--- config.mk ---
export PLATFORM = sky130hd
export DESIGN_NAME = k_group_sequence_reverser
export DESIGN_NICKNAME = d
export VERILOG_FILES = /design/src/rtl/kgsr_pkg.sv /design/src/rtl/kgsr_cell.sv /design/src/rtl/k_group_sequence_reverser.sv
export SDC_FILE = /design/constraint.sdc
export NUM_CORES = 1
export LEC_CHECK = 0
export BUFFER_PORTS_ARGS = -buffer_cell sky130_fd_sc_hd__buf_2
export CORE_ASPECT_RATIO = 1.5
export CORE_MARGIN = 2
export CORE_UTILIZATION = 45
export CTS_CLUSTER_SIZE = 25
export DETAILED_ROUTE_END_ITERATION = 7
export PLACE_DENSITY = 0.58
export SYNTH_ARGS = -nofsm -noshare
export SYNTH_HDL_FRONTEND = slang
export SYNTH_HIERARCHICAL = 1
export SYNTH_SLANG_ARGS = --single-unit
--- constraint.sdc ---
create_clock -name clk_i -period 3.75 [get_ports clk_i]
set_clock_uncertainty 0.05 [all_clocks]
set_input_delay 0.375 -clock clk_i [delete_from_list [all_inputs] [get_ports clk_i]]
set_output_delay 0.375 -clock clk_i [all_outputs]
set_load 0.005 [all_outputs]
--- src/rtl/kgsr_pkg.sv ---
// Package for the k-group sequence reverser: widths, depth and cell control type.
package kgsr_pkg;

  // Cells in the reversal chain (largest group)
  localparam int GROUP_DEPTH = 16;
  // Field widths
  localparam int ELEM_W = 32;
  localparam int SIZE_W = 5;
  // Fill count holds 0..GROUP_DEPTH
  localparam int CNT_W = $clog2(GROUP_DEPTH + 1);
  // Width used to compare the fill count with the group size
  localparam int CMP_W = (SIZE_W > CNT_W) ? SIZE_W : CNT_W;

  // Shift control shared by every cell of the chain
  typedef struct packed {
    logic push;  // shift toward the tail, head takes the new word
    logic pop;   // shift toward the head, head word leaves
  } kgsr_ctrl_t;

endpackage

--- src/rtl/kgsr_cell.sv ---
// One cell of the LIFO chain: holds one element, shifts with its neighbors.
module kgsr_cell
  import kgsr_pkg::*;
(
  input  logic              clk_i,
  input  kgsr_ctrl_t        ctrl_i,
  input  logic [ELEM_W-1:0] head_side_i,  // from the neighbor nearer the head
  input  logic [ELEM_W-1:0] tail_side_i,  // from the neighbor nearer the tail
  output logic [ELEM_W-1:0] data_o
);

  logic [ELEM_W-1:0] data_q;

  // Payload only: no reset needed
  always_ff @(posedge clk_i) begin
    if (ctrl_i.push) begin
      data_q <= head_side_i;
    end else if (ctrl_i.pop) begin
      data_q <= tail_side_i;
    end
  end

  assign data_o = data_q;

endmodule

--- src/rtl/k_group_sequence_reverser.sv ---
// Top level of the k-group sequence reverser: control, cell chain and output register.
// Each accepted word is pushed onto the chain head. A group of n words then
// drains with one pop from the chain head per cycle while the output is not stalled,
// and the input is held off meanwhile. Pass-through (group size 0 or 1) thus
// alternates an accepted word and its drain. Each pop loads the output register.
// Reset (rst_ni low, asynchronous) clears fill count, drain state, output valid and
// sets group_size to 1; the cell contents are left undefined until written.
module k_group_sequence_reverser
  import kgsr_pkg::*;
(
  input  logic              clk_i,
  input  logic              rst_ni,
  // configuration
  input  logic              cfg_we_i,
  input  logic [SIZE_W-1:0] cfg_wdata_i,    // group_size
  // input stream
  input  logic              s_axis_tvalid,
  output logic              s_axis_tready,
  input  logic [ELEM_W-1:0] s_axis_tdata,   // [31:0] element
  input  logic              s_axis_tlast,   // list_end
  // output stream
  output logic              m_axis_tvalid,
  input  logic              m_axis_tready,
  output logic [ELEM_W-1:0] m_axis_tdata,   // [31:0] out_element
  output logic              m_axis_tlast,   // group_last
  output logic              m_axis_tuser    // [0] list_last
);

  logic [SIZE_W-1:0] size_q;
  logic [CNT_W-1:0]  fill_q, fill_d;
  logic [CNT_W-1:0]  rem_q, rem_d;
  logic              drain_q, drain_d;
  logic              lend_q, lend_d;
  logic              ovld_q, ovld_d;
  logic [ELEM_W-1:0] odata_q;
  logic              oglast_q, olast_q;

  logic              accept, pop;
  logic [CNT_W-1:0]  cnt_inc;
  logic [CMP_W-1:0]  size_ext, k_eff;
  logic              close;
  kgsr_ctrl_t        ctrl;
  logic [ELEM_W-1:0] cell_data [GROUP_DEPTH];

  assign s_axis_tready = !drain_q;
  assign accept = s_axis_tvalid && s_axis_tready;
  assign pop    = drain_q && (!ovld_q || m_axis_tready);

  assign ctrl.push = accept;
  assign ctrl.pop  = pop;

  // Effective group size, clamped to 1..GROUP_DEPTH
  always_comb begin
    size_ext = CMP_W'(size_q);
    if (size_ext > CMP_W'(GROUP_DEPTH)) begin
      k_eff = CMP_W'(GROUP_DEPTH);
    end else if (size_ext == '0) begin
      k_eff = CMP_W'(1);
    end else begin
      k_eff = size_ext;
    end
  end

  // Fill count never reaches the depth while accepting, so no overflow here
  assign cnt_inc = fill_q + CNT_W'(1);
  assign close   = (CMP_W'(cnt_inc) >= k_eff) || s_axis_tlast;

  // Fill / drain control
  always_comb begin
    fill_d  = fill_q;
    rem_d   = rem_q;
    drain_d = drain_q;
    lend_d  = lend_q;
    if (accept) begin
      if (close) begin
        fill_d  = '0;
        rem_d   = cnt_inc;
        drain_d = 1'b1;
        lend_d  = s_axis_tlast;
      end else begin
        fill_d = cnt_inc;
      end
    end
    if (pop) begin
      rem_d = rem_q - CNT_W'(1);
      if (rem_q == CNT_W'(1)) begin
        drain_d = 1'b0;
      end
    end
  end

  // Output valid: load on pop, clear when taken
  always_comb begin
    ovld_d = ovld_q;
    if (pop) begin
      ovld_d = 1'b1;
    end else if (m_axis_tready) begin
      ovld_d = 1'b0;
    end
  end

  always_ff @(posedge clk_i or negedge rst_ni) begin
    if (!rst_ni) begin
      size_q  <= SIZE_W'(1);
      fill_q  <= '0;
      rem_q   <= '0;
      drain_q <= 1'b0;
      lend_q  <= 1'b0;
      ovld_q  <= 1'b0;
    end else begin
      if (cfg_we_i) begin
        size_q <= cfg_wdata_i;
      end
      fill_q  <= fill_d;
      rem_q   <= rem_d;
      drain_q <= drain_d;
      lend_q  <= lend_d;
      ovld_q  <= ovld_d;
    end
  end

  // Output payload register
  always_ff @(posedge clk_i) begin
    if (pop) begin
      odata_q  <= cell_data[0];
      oglast_q <= (rem_q == CNT_W'(1));
      olast_q  <= (rem_q == CNT_W'(1)) && lend_q;
    end
  end

  // Cell chain: head (cell 0) holds the newest word
  for (genvar i = 0; i < GROUP_DEPTH; i++) begin : g_cell
    logic [ELEM_W-1:0] head_side, tail_side;
    if (i == 0) begin : g_head
      assign head_side = s_axis_tdata;
    end else begin : g_mid
      assign head_side = cell_data[i-1];
    end
    if (i == GROUP_DEPTH - 1) begin : g_tail
      assign tail_side = '0;
    end else begin : g_body
      assign tail_side = cell_data[i+1];
    end
    kgsr_cell u_cell (
      .clk_i       (clk_i),
      .ctrl_i      (ctrl),
      .head_side_i (head_side),
      .tail_side_i (tail_side),
      .data_o      (cell_data[i])
    );
  end

  assign m_axis_tvalid = ovld_q;
  assign m_axis_tdata  = odata_q;
  assign m_axis_tlast  = oglast_q;
  assign m_axis_tuser  = olast_q;

endmodule

## Word level (Yosys, flattened, before mapping)

Index checks and enable logic that the tools add are counted.

- Bits in registers: 564
- Input bits: 43

- Add/subtract/negate cells: 2
- $lt $le $gt $ge: 2
- Eq/ne operators: 1
- Muxes and demuxes: 44
- Reductions and logical operators: 13

Operator list:

| operator | count |
|---|---|
| two-way mux 32 bit | 32 |
| two-way mux 5 bit | 6 |
| two-way mux 1 bit | 6 |
| nonzero test 2 bit | 3 |
| adder 5 x 1 -> 5 bit, second input constant | 1 |
| equality test 5 x 1 -> 1 bit, second input constant | 1 |
| >= comparator 5 bit | 1 |
| > comparator 5 bit, second input constant | 1 |
| zero test 5 bit | 1 |
| subtractor 5 x 1 -> 5 bit, second input constant | 1 |
| AND reduction 2 bit | 2 |
| logical AND 1 bit | 3 |
| zero test 1 bit | 2 |
| logical OR 1 bit | 2 |

## Depth between registers and ports, before layout

Gate-level depths: netlist (run 1).

- Depth after elaboration: 9
- Mapped depth: 11
- Mapped depth without buffers: 10

## Modules after synthesis

Netlist (run 1), hierarchy kept.

Modules (own cells, without submodules):

| module | instances | cells an instance | area each (um^2) | sequential area each (um^2) |
|---|---|---|---|---|
| kgsr_cell | 16 | 69 | 1507.7 | 960.9 |
| k_group_sequence_reverser | 1 | 141 | 2094.5 | 1472.7 |

## Worst setup path before layout (run 1)

No wires, ideal clock.

- Path kind: register -> register
- Start point: register drain_q
- End point: register g_cell[0].u_cell.data_q[0], enable pin
- Setup time: 0.390 ns
- Data arrival time: 2.279 ns
- Slack: 1.031 ns
- Stages on the path, launching flop included: 7
- Path buffers: 3
- Clock period less this slack: 2.719 ns
- Cells stage by stage: dfrtp_1 > nand2b_4 > buf_6 > inv_1 > buf_6 > buf_12 > or2_1

- Cells in the longest elaborated chain, start to end: 3
- Elaborated cells between the ends (all ways): 4

RTL lines:

| element | RTL line | RTL |
|---|---|---|
| start, declared | k_group_sequence_reverser.sv:32 | `logic drain_q, drain_d;` |
| start signal, assigned | k_group_sequence_reverser.sv:116 | `drain_q <= drain_d;` |
| zero test 1 bit | k_group_sequence_reverser.sv:45 | `assign s_axis_tready = !drain_q;` |
| logical AND 1 bit | k_group_sequence_reverser.sv:46 | `assign accept = s_axis_tvalid && s_axis_tready;` |
| via accept | k_group_sequence_reverser.sv:38 | `logic accept, pop;` |
| nonzero test 2 bit (no line) | - |  |
| end signal, assigned | kgsr_cell.sv:17 | `data_q <= head_side_i;` |
| end signal, assigned | kgsr_cell.sv:19 | `data_q <= tail_side_i;` |
| end, declared | kgsr_cell.sv:12 | `logic [ELEM_W-1:0] data_q;` |

The timed path passes the listed nets, and every way through them passes these cells.
A chain may end at the register's enable or synchronous reset.

## Worst setup path after layout (run 1)

- Start point: register fill_q[0]
- End point: register lend_q

- Cells in the longest elaborated chain, start to end: 4

RTL lines:

| element | RTL line | RTL |
|---|---|---|
| start, declared | k_group_sequence_reverser.sv:30 | `logic [CNT_W-1:0] fill_q, fill_d;` |
| start signal, assigned | k_group_sequence_reverser.sv:114 | `fill_q <= fill_d;` |
| adder 5 x 1 -> 5 bit | k_group_sequence_reverser.sv:65 | `assign cnt_inc = fill_q + CNT_W'(1);` |
| >= comparator 5 bit | k_group_sequence_reverser.sv:66 | `assign close = (CMP_W'(cnt_inc) >= k_eff) \|\| s_axis_tlast;` |
| logical OR 1 bit | k_group_sequence_reverser.sv:66 |  |
| AND reduction 2 bit (no line) | - |  |
| end signal, assigned | k_group_sequence_reverser.sv:117 | `lend_q <= lend_d;` |
| end, declared | k_group_sequence_reverser.sv:33 | `logic lend_q, lend_d;` |

Every way passes these cells.

==> summary.md, run 1 <==
| Metric | Value |
|---|---|
| Synth area leaders | `edfxtp_1 63%, mux2_4 27%, buf_12 3.7%` |
| Final Hold Vio Count | `0` |
| DPL Wire Length | `26.5 mm` |
| CTS tree | `built` |
| Fin crit period | `2.69 ns` |
| Register bit total from synthesis | `564` |
| Synth Flop Type | `edfxtp_1` |
| Core Footprint | `0.0577 sq mm` |
| Largest stage delay on the critical path | `0.59 ns` |
| Power Dens Cells | `921 mW/mm^2` |
| CP most frequent cell | `ha_1` |
| Die height | `300 microns` |
| Post-CTS sizing | `0` |
| Critical path data arrival time | `3.11 ns` |
| Status | `completed` |
| Yosys cell types | `40` |
| Dominant cell type by area after synthesis | `edfxtp_1` |
| Worst Hold Class | `input port to register` |
| Diode count | `0` |
| Sequence of cells on the critical path | `ha_1 -> nand3_1 -> xor2_1 -> inv_1 -> ha_1 -> nand2_1 -> o31ai_2 -> mux2_1` |
| WP data required | `4.17 ns` |
| Detailed Route WL | `41.0 mm` |
| Initial Util | `45.4%` |
| I/O Pins | `79` |
| Routability congestion estimate | `0.714` |
| Post-Syn Instances | `1245` |
| Slew @ Worst Pin | `0.954 ns` |
| Post-synthesis sequential area ratio | `64.3%` |
| Relative slew slack | `36.4%` |
| First-pass GRT wire length | `64.6 mm` |
| Drc violations | `0` |
| Vias in the first global route | `11200` |
| Remaining global-route overflow | `0` |
| Layout Nets | `1462` |
| YS warnings | `6` |
| Leak Pwr | `10.9 nW` |
| Largest net degree at the start of global routing | `98` |
| Die extent in x | `201 microns` |
| Clock root buffer | `clkbuf_16` |
| CTS buffer count | `57` |
| Slowest stage cell, crit path | `o31ai_2` |
| Clock Latency Late Sink | `0.60 ns` |
| Setup Viol. Count Final | `0` |
| Peak VDD IR | `413 uV` |
| CP top delay family | `compound AO/OA/AOI/OAI gates` |
| Synth top area share | `62.5%` |
| Num rows | `108` |
| Routed wire per std cell | `18.4 microns` |
| RSZ-0062 raised after global routing | `false` |
| Slew Limit Fails | `0` |
| Iter 0 DRT Violations | `796` |
| Global-route usage over all layers | `13.5%` |
| Number of H-tree levels | `2` |
| Max Buffers Root-to-Sink | `3` |
| Clk slew on worst S/H paths | `0.06 ns` |
| CP Max Fanout | `11` |
| Crit path capture type | `register` |
| Non-Filler Instances | `2224` |
| Post-synthesis instance area | `0.0262 sq mm` |
| Crit path buf inv count | `1` |
| Syn avg cell area | `21.1 sq um` |
| Layout cells sized above 1 | `49.7%` |
| Async set-or-reset flop fraction in the synthesized netlist | `3.19%` |
| Initial antenna violation count | `0` |
| Crit start category | `register` |
| Post-synth EDFFs | `546` |
| Area Overhead vs Synth | `10.3%` |
| Fmax | `0.372 GHz` |
| Tcrit/Tclk final | `71.7%` |
| Final ANT Viol Nets | `0` |
| Port Buffers | `78` |
| Placed insts | `2094` |
| Setup_tns | `0 ns` |
| WS Path Type | `register to register` |
| DR pass1 iterations | `7` |
| TritonCTS Sinks | `564` |
| MaxCap Viol Count | `0` |
| Via Count | `10900` |
| Vias/cell | `4.90` |
| Die footprint | `0.0602 sq mm` |
## final cells by class
cell class / count / area (sq um)
multi-input cells: 636 / 8290
clock buffers: 69 / 1470
inverters: 10 / 45.0
fillers: 4704 / 28800
flip-flops and latches: 564 / 16800
clock inverters: 33 / 278
well taps: 770 / 963
repair buffers: 142 / 1030
## layer usage
metal,vias to the layer above,track usage [%],wire [microns]
met3,70,2.27,1560
met5,-,0,0
li1,5170,-,-
met4,0,4.23,930
met2,193,20.3,18200
met1,5464,20.0,20300
## cells in the final DEF (no fill, tap or decap), types with 2 or more instances in the layout
master,instances
a211oi_1,2
a21o_1,4
and3_2,2
buf_12,7
buf_2,78
buf_4,29
bufinv_16,4
clkbuf_1,12
clkbuf_16,57
clkinv_1,11
clkinv_2,13
clkinv_4,2
conb_1,32
dfrtp_1,17
dlygate4sd3_1,28
edfxtp_1,546
ha_1,8
inv_1,8
inv_6,2
mux2_2,52
mux2_4,464
nand2_1,16
nand2b_4,2
nand3_1,2
nor2_1,5
nor3_1,5
o211ai_1,2
o21ai_0,3
o31a_2,2
o31ai_1,2
or2_1,16
xor2_1,2
## registers in the layout, indices dropped and copies added, names as in the netlist, 5 cells and up
name / count
g_cell.u_cell/data_o: 512
fill_q: 5
size_ext: 5
rem_q: 5
m_axis_tdata: 32
## stage by stage
| step | total power, mW | hold WS (ns) | util (%) | worst slack [ns] | cell area (sq um) |
|---|---|---|---|---|---|
| CTS | 27.0 | 0.000317 | 50.1 | 1.10 | 28900 |
| global route | 28.0 | 0.00771 | 50.1 | 0.933 | 28900 |
| floorplan | 19.7 | 0.0294 | - | 1.03 | 26300 |
| detailed placement | 21.4 | 0.282 | 46.6 | 1.11 | 26900 |
| finish | 26.6 | 0.0343 | 50.1 | 1.06 | 28900 |
| global placement | 21.1 | 0.277 | 46.6 | 1.12 | 26900 |
## cells in the mapped netlist (2+ instances only)
library cell and instances:
o211ai_1 2, edfxtp_1 546, nand3_1 2, buf_12 48, inv_1 9, mux2_4 464, and3_2 2, o31ai_1 2
nor2_1 5, nand2b_4 2, dfrtp_1 17, a21o_1 4, or2_1 16, buf_6 18, ha_1 8, xor2_1 2
a211oi_1 2, nand2_1 16, mux2_2 52, nor3_1 5, o31a_2 2, o21ai_0 3
## power by group
group / switching, mW / internal (mW) / leakage, nW
clock: 2.36 / 3.06 / 0.865
sequential: 1.87 / 11.7 / 5.56
combinational: 2.87 / 4.78 / 4.51
total: 7.09 / 19.6 / 10.9
## what timing repair did
item	in CTS	in global routing
hold endpoints to repair	44	0
setup buffers	0	0
hold buffers	28	0
## path summary, 6_finish.rpt
path | start | cells after the start | endpoint | slack [ns]
worst max register to register | fill_q[0]$_DFFE_PN0P_ | 8 | lend_q$_DFFE_PN0P_ | 1.06
max in group asynchronous | rst_ni | 2 | size_ext[0]$_DFFE_PN1P_ | 3.12
worst min register to register | g_cell[0].u_cell/data_o[30]$_DFFE_PP_ | 0 | m_axis_tdata[30]$_DFFE_PP_ | 0.40
worst min-delay path | s_axis_tdata[19] | 2 | g_cell[0].u_cell/data_o[19]$_DFFE_PP_ | 0.03
worst max-delay path | fill_q[0]$_DFFE_PN0P_ | 8 | lend_q$_DFFE_PN0P_ | 1.06
min in group asynchronous | rst_ni | 2 | m_axis_tvalid$_DFFE_PN0P_ | 0.19
## kinds of logic after synthesis
logic type / Yosys count / share of synthesized area [%]
compound gates: 22 / 0.678
simple gates: 54 / 1.14
xor+xnor: 3 / 0.100
mux: 517 / 28.8
other cells: 1 / 0.0143
buf+inv: 76 / 4.58
fa+ha+maj: 8 / 0.382
flops: 564 / 64.3
(Power assumes the default switching activity.)
==> run 2, diff against run 1 <==
clock period = 2.6 ns   (was 3.75 ns; I/O delays follow)
==> summary.md, run 2 (synthesized netlist as in run 1, its figures left out) <==
| Metric | Value |
|---|---|
| Slew @ Worst Pin | `0.555 ns (-0.399 ns)` |
| Clk slew on worst S/H paths | `0.06 ns (about the same)` |
| Fmax | `0.397 GHz (+6.8%)` |
| I/O Pins | `79 (unchanged)` |
| DR pass1 iterations | `5 (-2)` |
| MaxCap Viol Count | `0 (unchanged)` |
| Num rows | `108 (unchanged)` |
| Number of flip-flops in the largest register | `512 (unchanged)` |
| Status | `completed` |
| DPL Wire Length | `27.0 mm (+1.6%)` |
| Max Buffers Root-to-Sink | `3 (unchanged)` |
| Relative slew slack | `62.9% (+26 points)` |
| Global-route usage over all layers | `14.0% (+0.49 points)` |
| Initial Util | `45.4% (unchanged)` |
| CP Max Fanout | `5 (-6)` |
| Vias in the first global route | `11700 (+4.2%)` |
| Largest net degree at the start of global routing | `52 (-47%)` |
| Routability congestion estimate | `0.685 (-4.0%)` |
| Die extent in x | `201 microns (unchanged)` |
| Iter 0 DRT Violations | `692 (-13%)` |
| Vias/cell | `4.93 (+0.68%)` |
| FILL cells | `4651 (-1.1%)` |
| Final ANT Viol Nets | `0 (unchanged)` |
| Commonest non-fill, non-tap cell in the layout | `edfxtp_1` |
| Final Cell Area | `0.0292 sq mm (+0.90%)` |
| Initial antenna violation count | `0 (unchanged)` |
| Layout Nets | `1482 (+1.4%)` |
| Setup Viol. Count Final | `0 (unchanged)` |
| Fin crit period | `2.52 ns (-0.170 ns)` |
| Power Dens Cells | `1310 mW/mm^2 (+42%)` |
| Die footprint | `0.0602 sq mm (unchanged)` |
| Crit start category | `register` |
| Slew Limit Fails | `0 (unchanged)` |
| WP data required | `3.02 ns (-1.15 ns)` |
| Tcrit/Tclk final | `96.8% (+25 points)` |
| Core Footprint | `0.0577 sq mm (unchanged)` |
| Final Hold Vio Count | `0 (unchanged)` |
| Detailed Route WL | `41.8 mm (+1.9%)` |
| WS Path Type | `register to register` |
| Number of H-tree levels | `2 (unchanged)` |
| Peak VDD IR | `532 uV (+29%)` |
| Layout cells sized above 1 | `49.5% (-0.24 points)` |
| Commonest non-fill, non-tap cells in the layout | `546 x edfxtp_1, 464 x mux2_4, 78 x buf_2` |
| Remaining global-route overflow | `0 (unchanged)` |
| Routed wire per std cell | `18.7 microns (+1.2%)` |
| Leak Pwr | `11.0 nW (+0.75%)` |
| Clock root buffer | `clkbuf_16` |
| Area Overhead vs Synth | `11.3%` |
| Critical path data arrival time | `2.93 ns (-0.18 ns)` |
| Crit path capture type | `register` |
| TritonCTS Sinks | `564 (unchanged)` |
| CTS tree | `built` |
| CTS buffer count | `55 (-3.5%)` |
| Utilization after layout | `50.6% (+0.45 points)` |
| Diode count | `0 (unchanged)` |
| Area after DPL | `0.0271 sq mm (+0.97%)` |
| First-pass GRT wire length | `67.3 mm (+4.1%)` |
| Drc violations | `0 (unchanged)` |
| Via Count | `11000 (+1.4%)` |
| Port Buffers | `78 (unchanged)` |
| RSZ-0062 raised after global routing | `true` |
| Worst Hold Class | `input port to register` |
| Die height | `300 microns (unchanged)` |
| Clock Latency Late Sink | `0.59 ns (about the same)` |
[run 2: area by class of cell]
class | count | area, sq um | area share (%)
sequential | 564 | 16800 | 57.7
multi-input combinational | 636 | 8290 | 28.4
timing repair buffer | 164 | 1480 | 5.06
clock buffer | 72 | 1440 | 4.94
tap | 770 | 963 | 3.30
clock inverter | 23 | 114 | 0.390
inverter | 10 | 45.0 | 0.154
[run 2: layer usage]
| metal | GRT usage [%] | up-vias | share of wire, % | routed length, microns |
|---|---|---|---|---|
| met4 | 4.39 | 0 | 2.3 | 946 |
| met1 | 20.4 | 5614 | 50 | 20900 |
| met5 | 0 | - | 0 | 0 |
| met2 | 21.6 | 166 | 45 | 18700 |
| met3 | 2.15 | 64 | 3.0 | 1250 |
| li1 | - | 5201 | - | - |
[run 2: worst max-delay path, stage by stage, from the launching register on]
cell and delay (ns):
dfrtp_1 0.39, ha_1 0.26, xnor2_1 0.23, inv_1 0.07, ha_1 0.32, a21o_1 0.13, a31oi_2 0.05, o31ai_2 0.39
buf_4 0.20, mux2_1 0.31
[run 2: metrics by stage]
stage / total power, mW / hold WS [ns] / instances / worst slack (ns) / setup TNS (ns)
floorplan: 28.4 / -0.0856 / 1276 / 0.188 / 0
global placement: 30.8 / 0.157 / 2097 / 0.173 / 0
detailed placement: 31.4 / 0.163 / 2097 / 0.0701 / 0
CTS: 38.8 / 0.00216 / 2238 / 0.0642 / 0
global route: 40.3 / 0.0311 / 2239 / -0.0214 / -0.0214
finish: 38.2 / 0.0414 / 2239 / 0.0823 / 0
[run 2: final timing paths]
| check | from | endpoint | slack (ns) | cells after the start |
|---|---|---|---|---|
| worst min register to register | g_cell[0].u_cell/data_o[30]$_DFFE_PP_ | m_axis_tdata[30]$_DFFE_PP_ | 0.41 | 0 |
| worst min-delay path | s_axis_tvalid | fill_q[4]$_DFFE_PN0P_ | 0.04 | 3 |
| min in group asynchronous | rst_ni | m_axis_tvalid$_DFFE_PN0P_ | 0.10 | 2 |
| worst max-delay path | fill_q[0]$_DFFE_PN0P_ | lend_q$_DFFE_PN0P_ | 0.08 | 9 |
| worst max register to register | fill_q[0]$_DFFE_PN0P_ | lend_q$_DFFE_PN0P_ | 0.08 | 9 |
| max in group asynchronous | rst_ni | size_ext[0]$_DFFE_PN1P_ | 2.07 | 2 |
[run 2: timing repair]
action	CTS	global route
hold buffers	46	0
resized for setup	0	2
endpoints found under the setup margin	0	2
setup buffers	0	1
endpoints found under the hold margin	57	0
[run 2: report_power, final]
part           internal, mW  switching, mW
clock network          3.87           3.27
logic                  7.29           4.29
registers              16.9           2.67
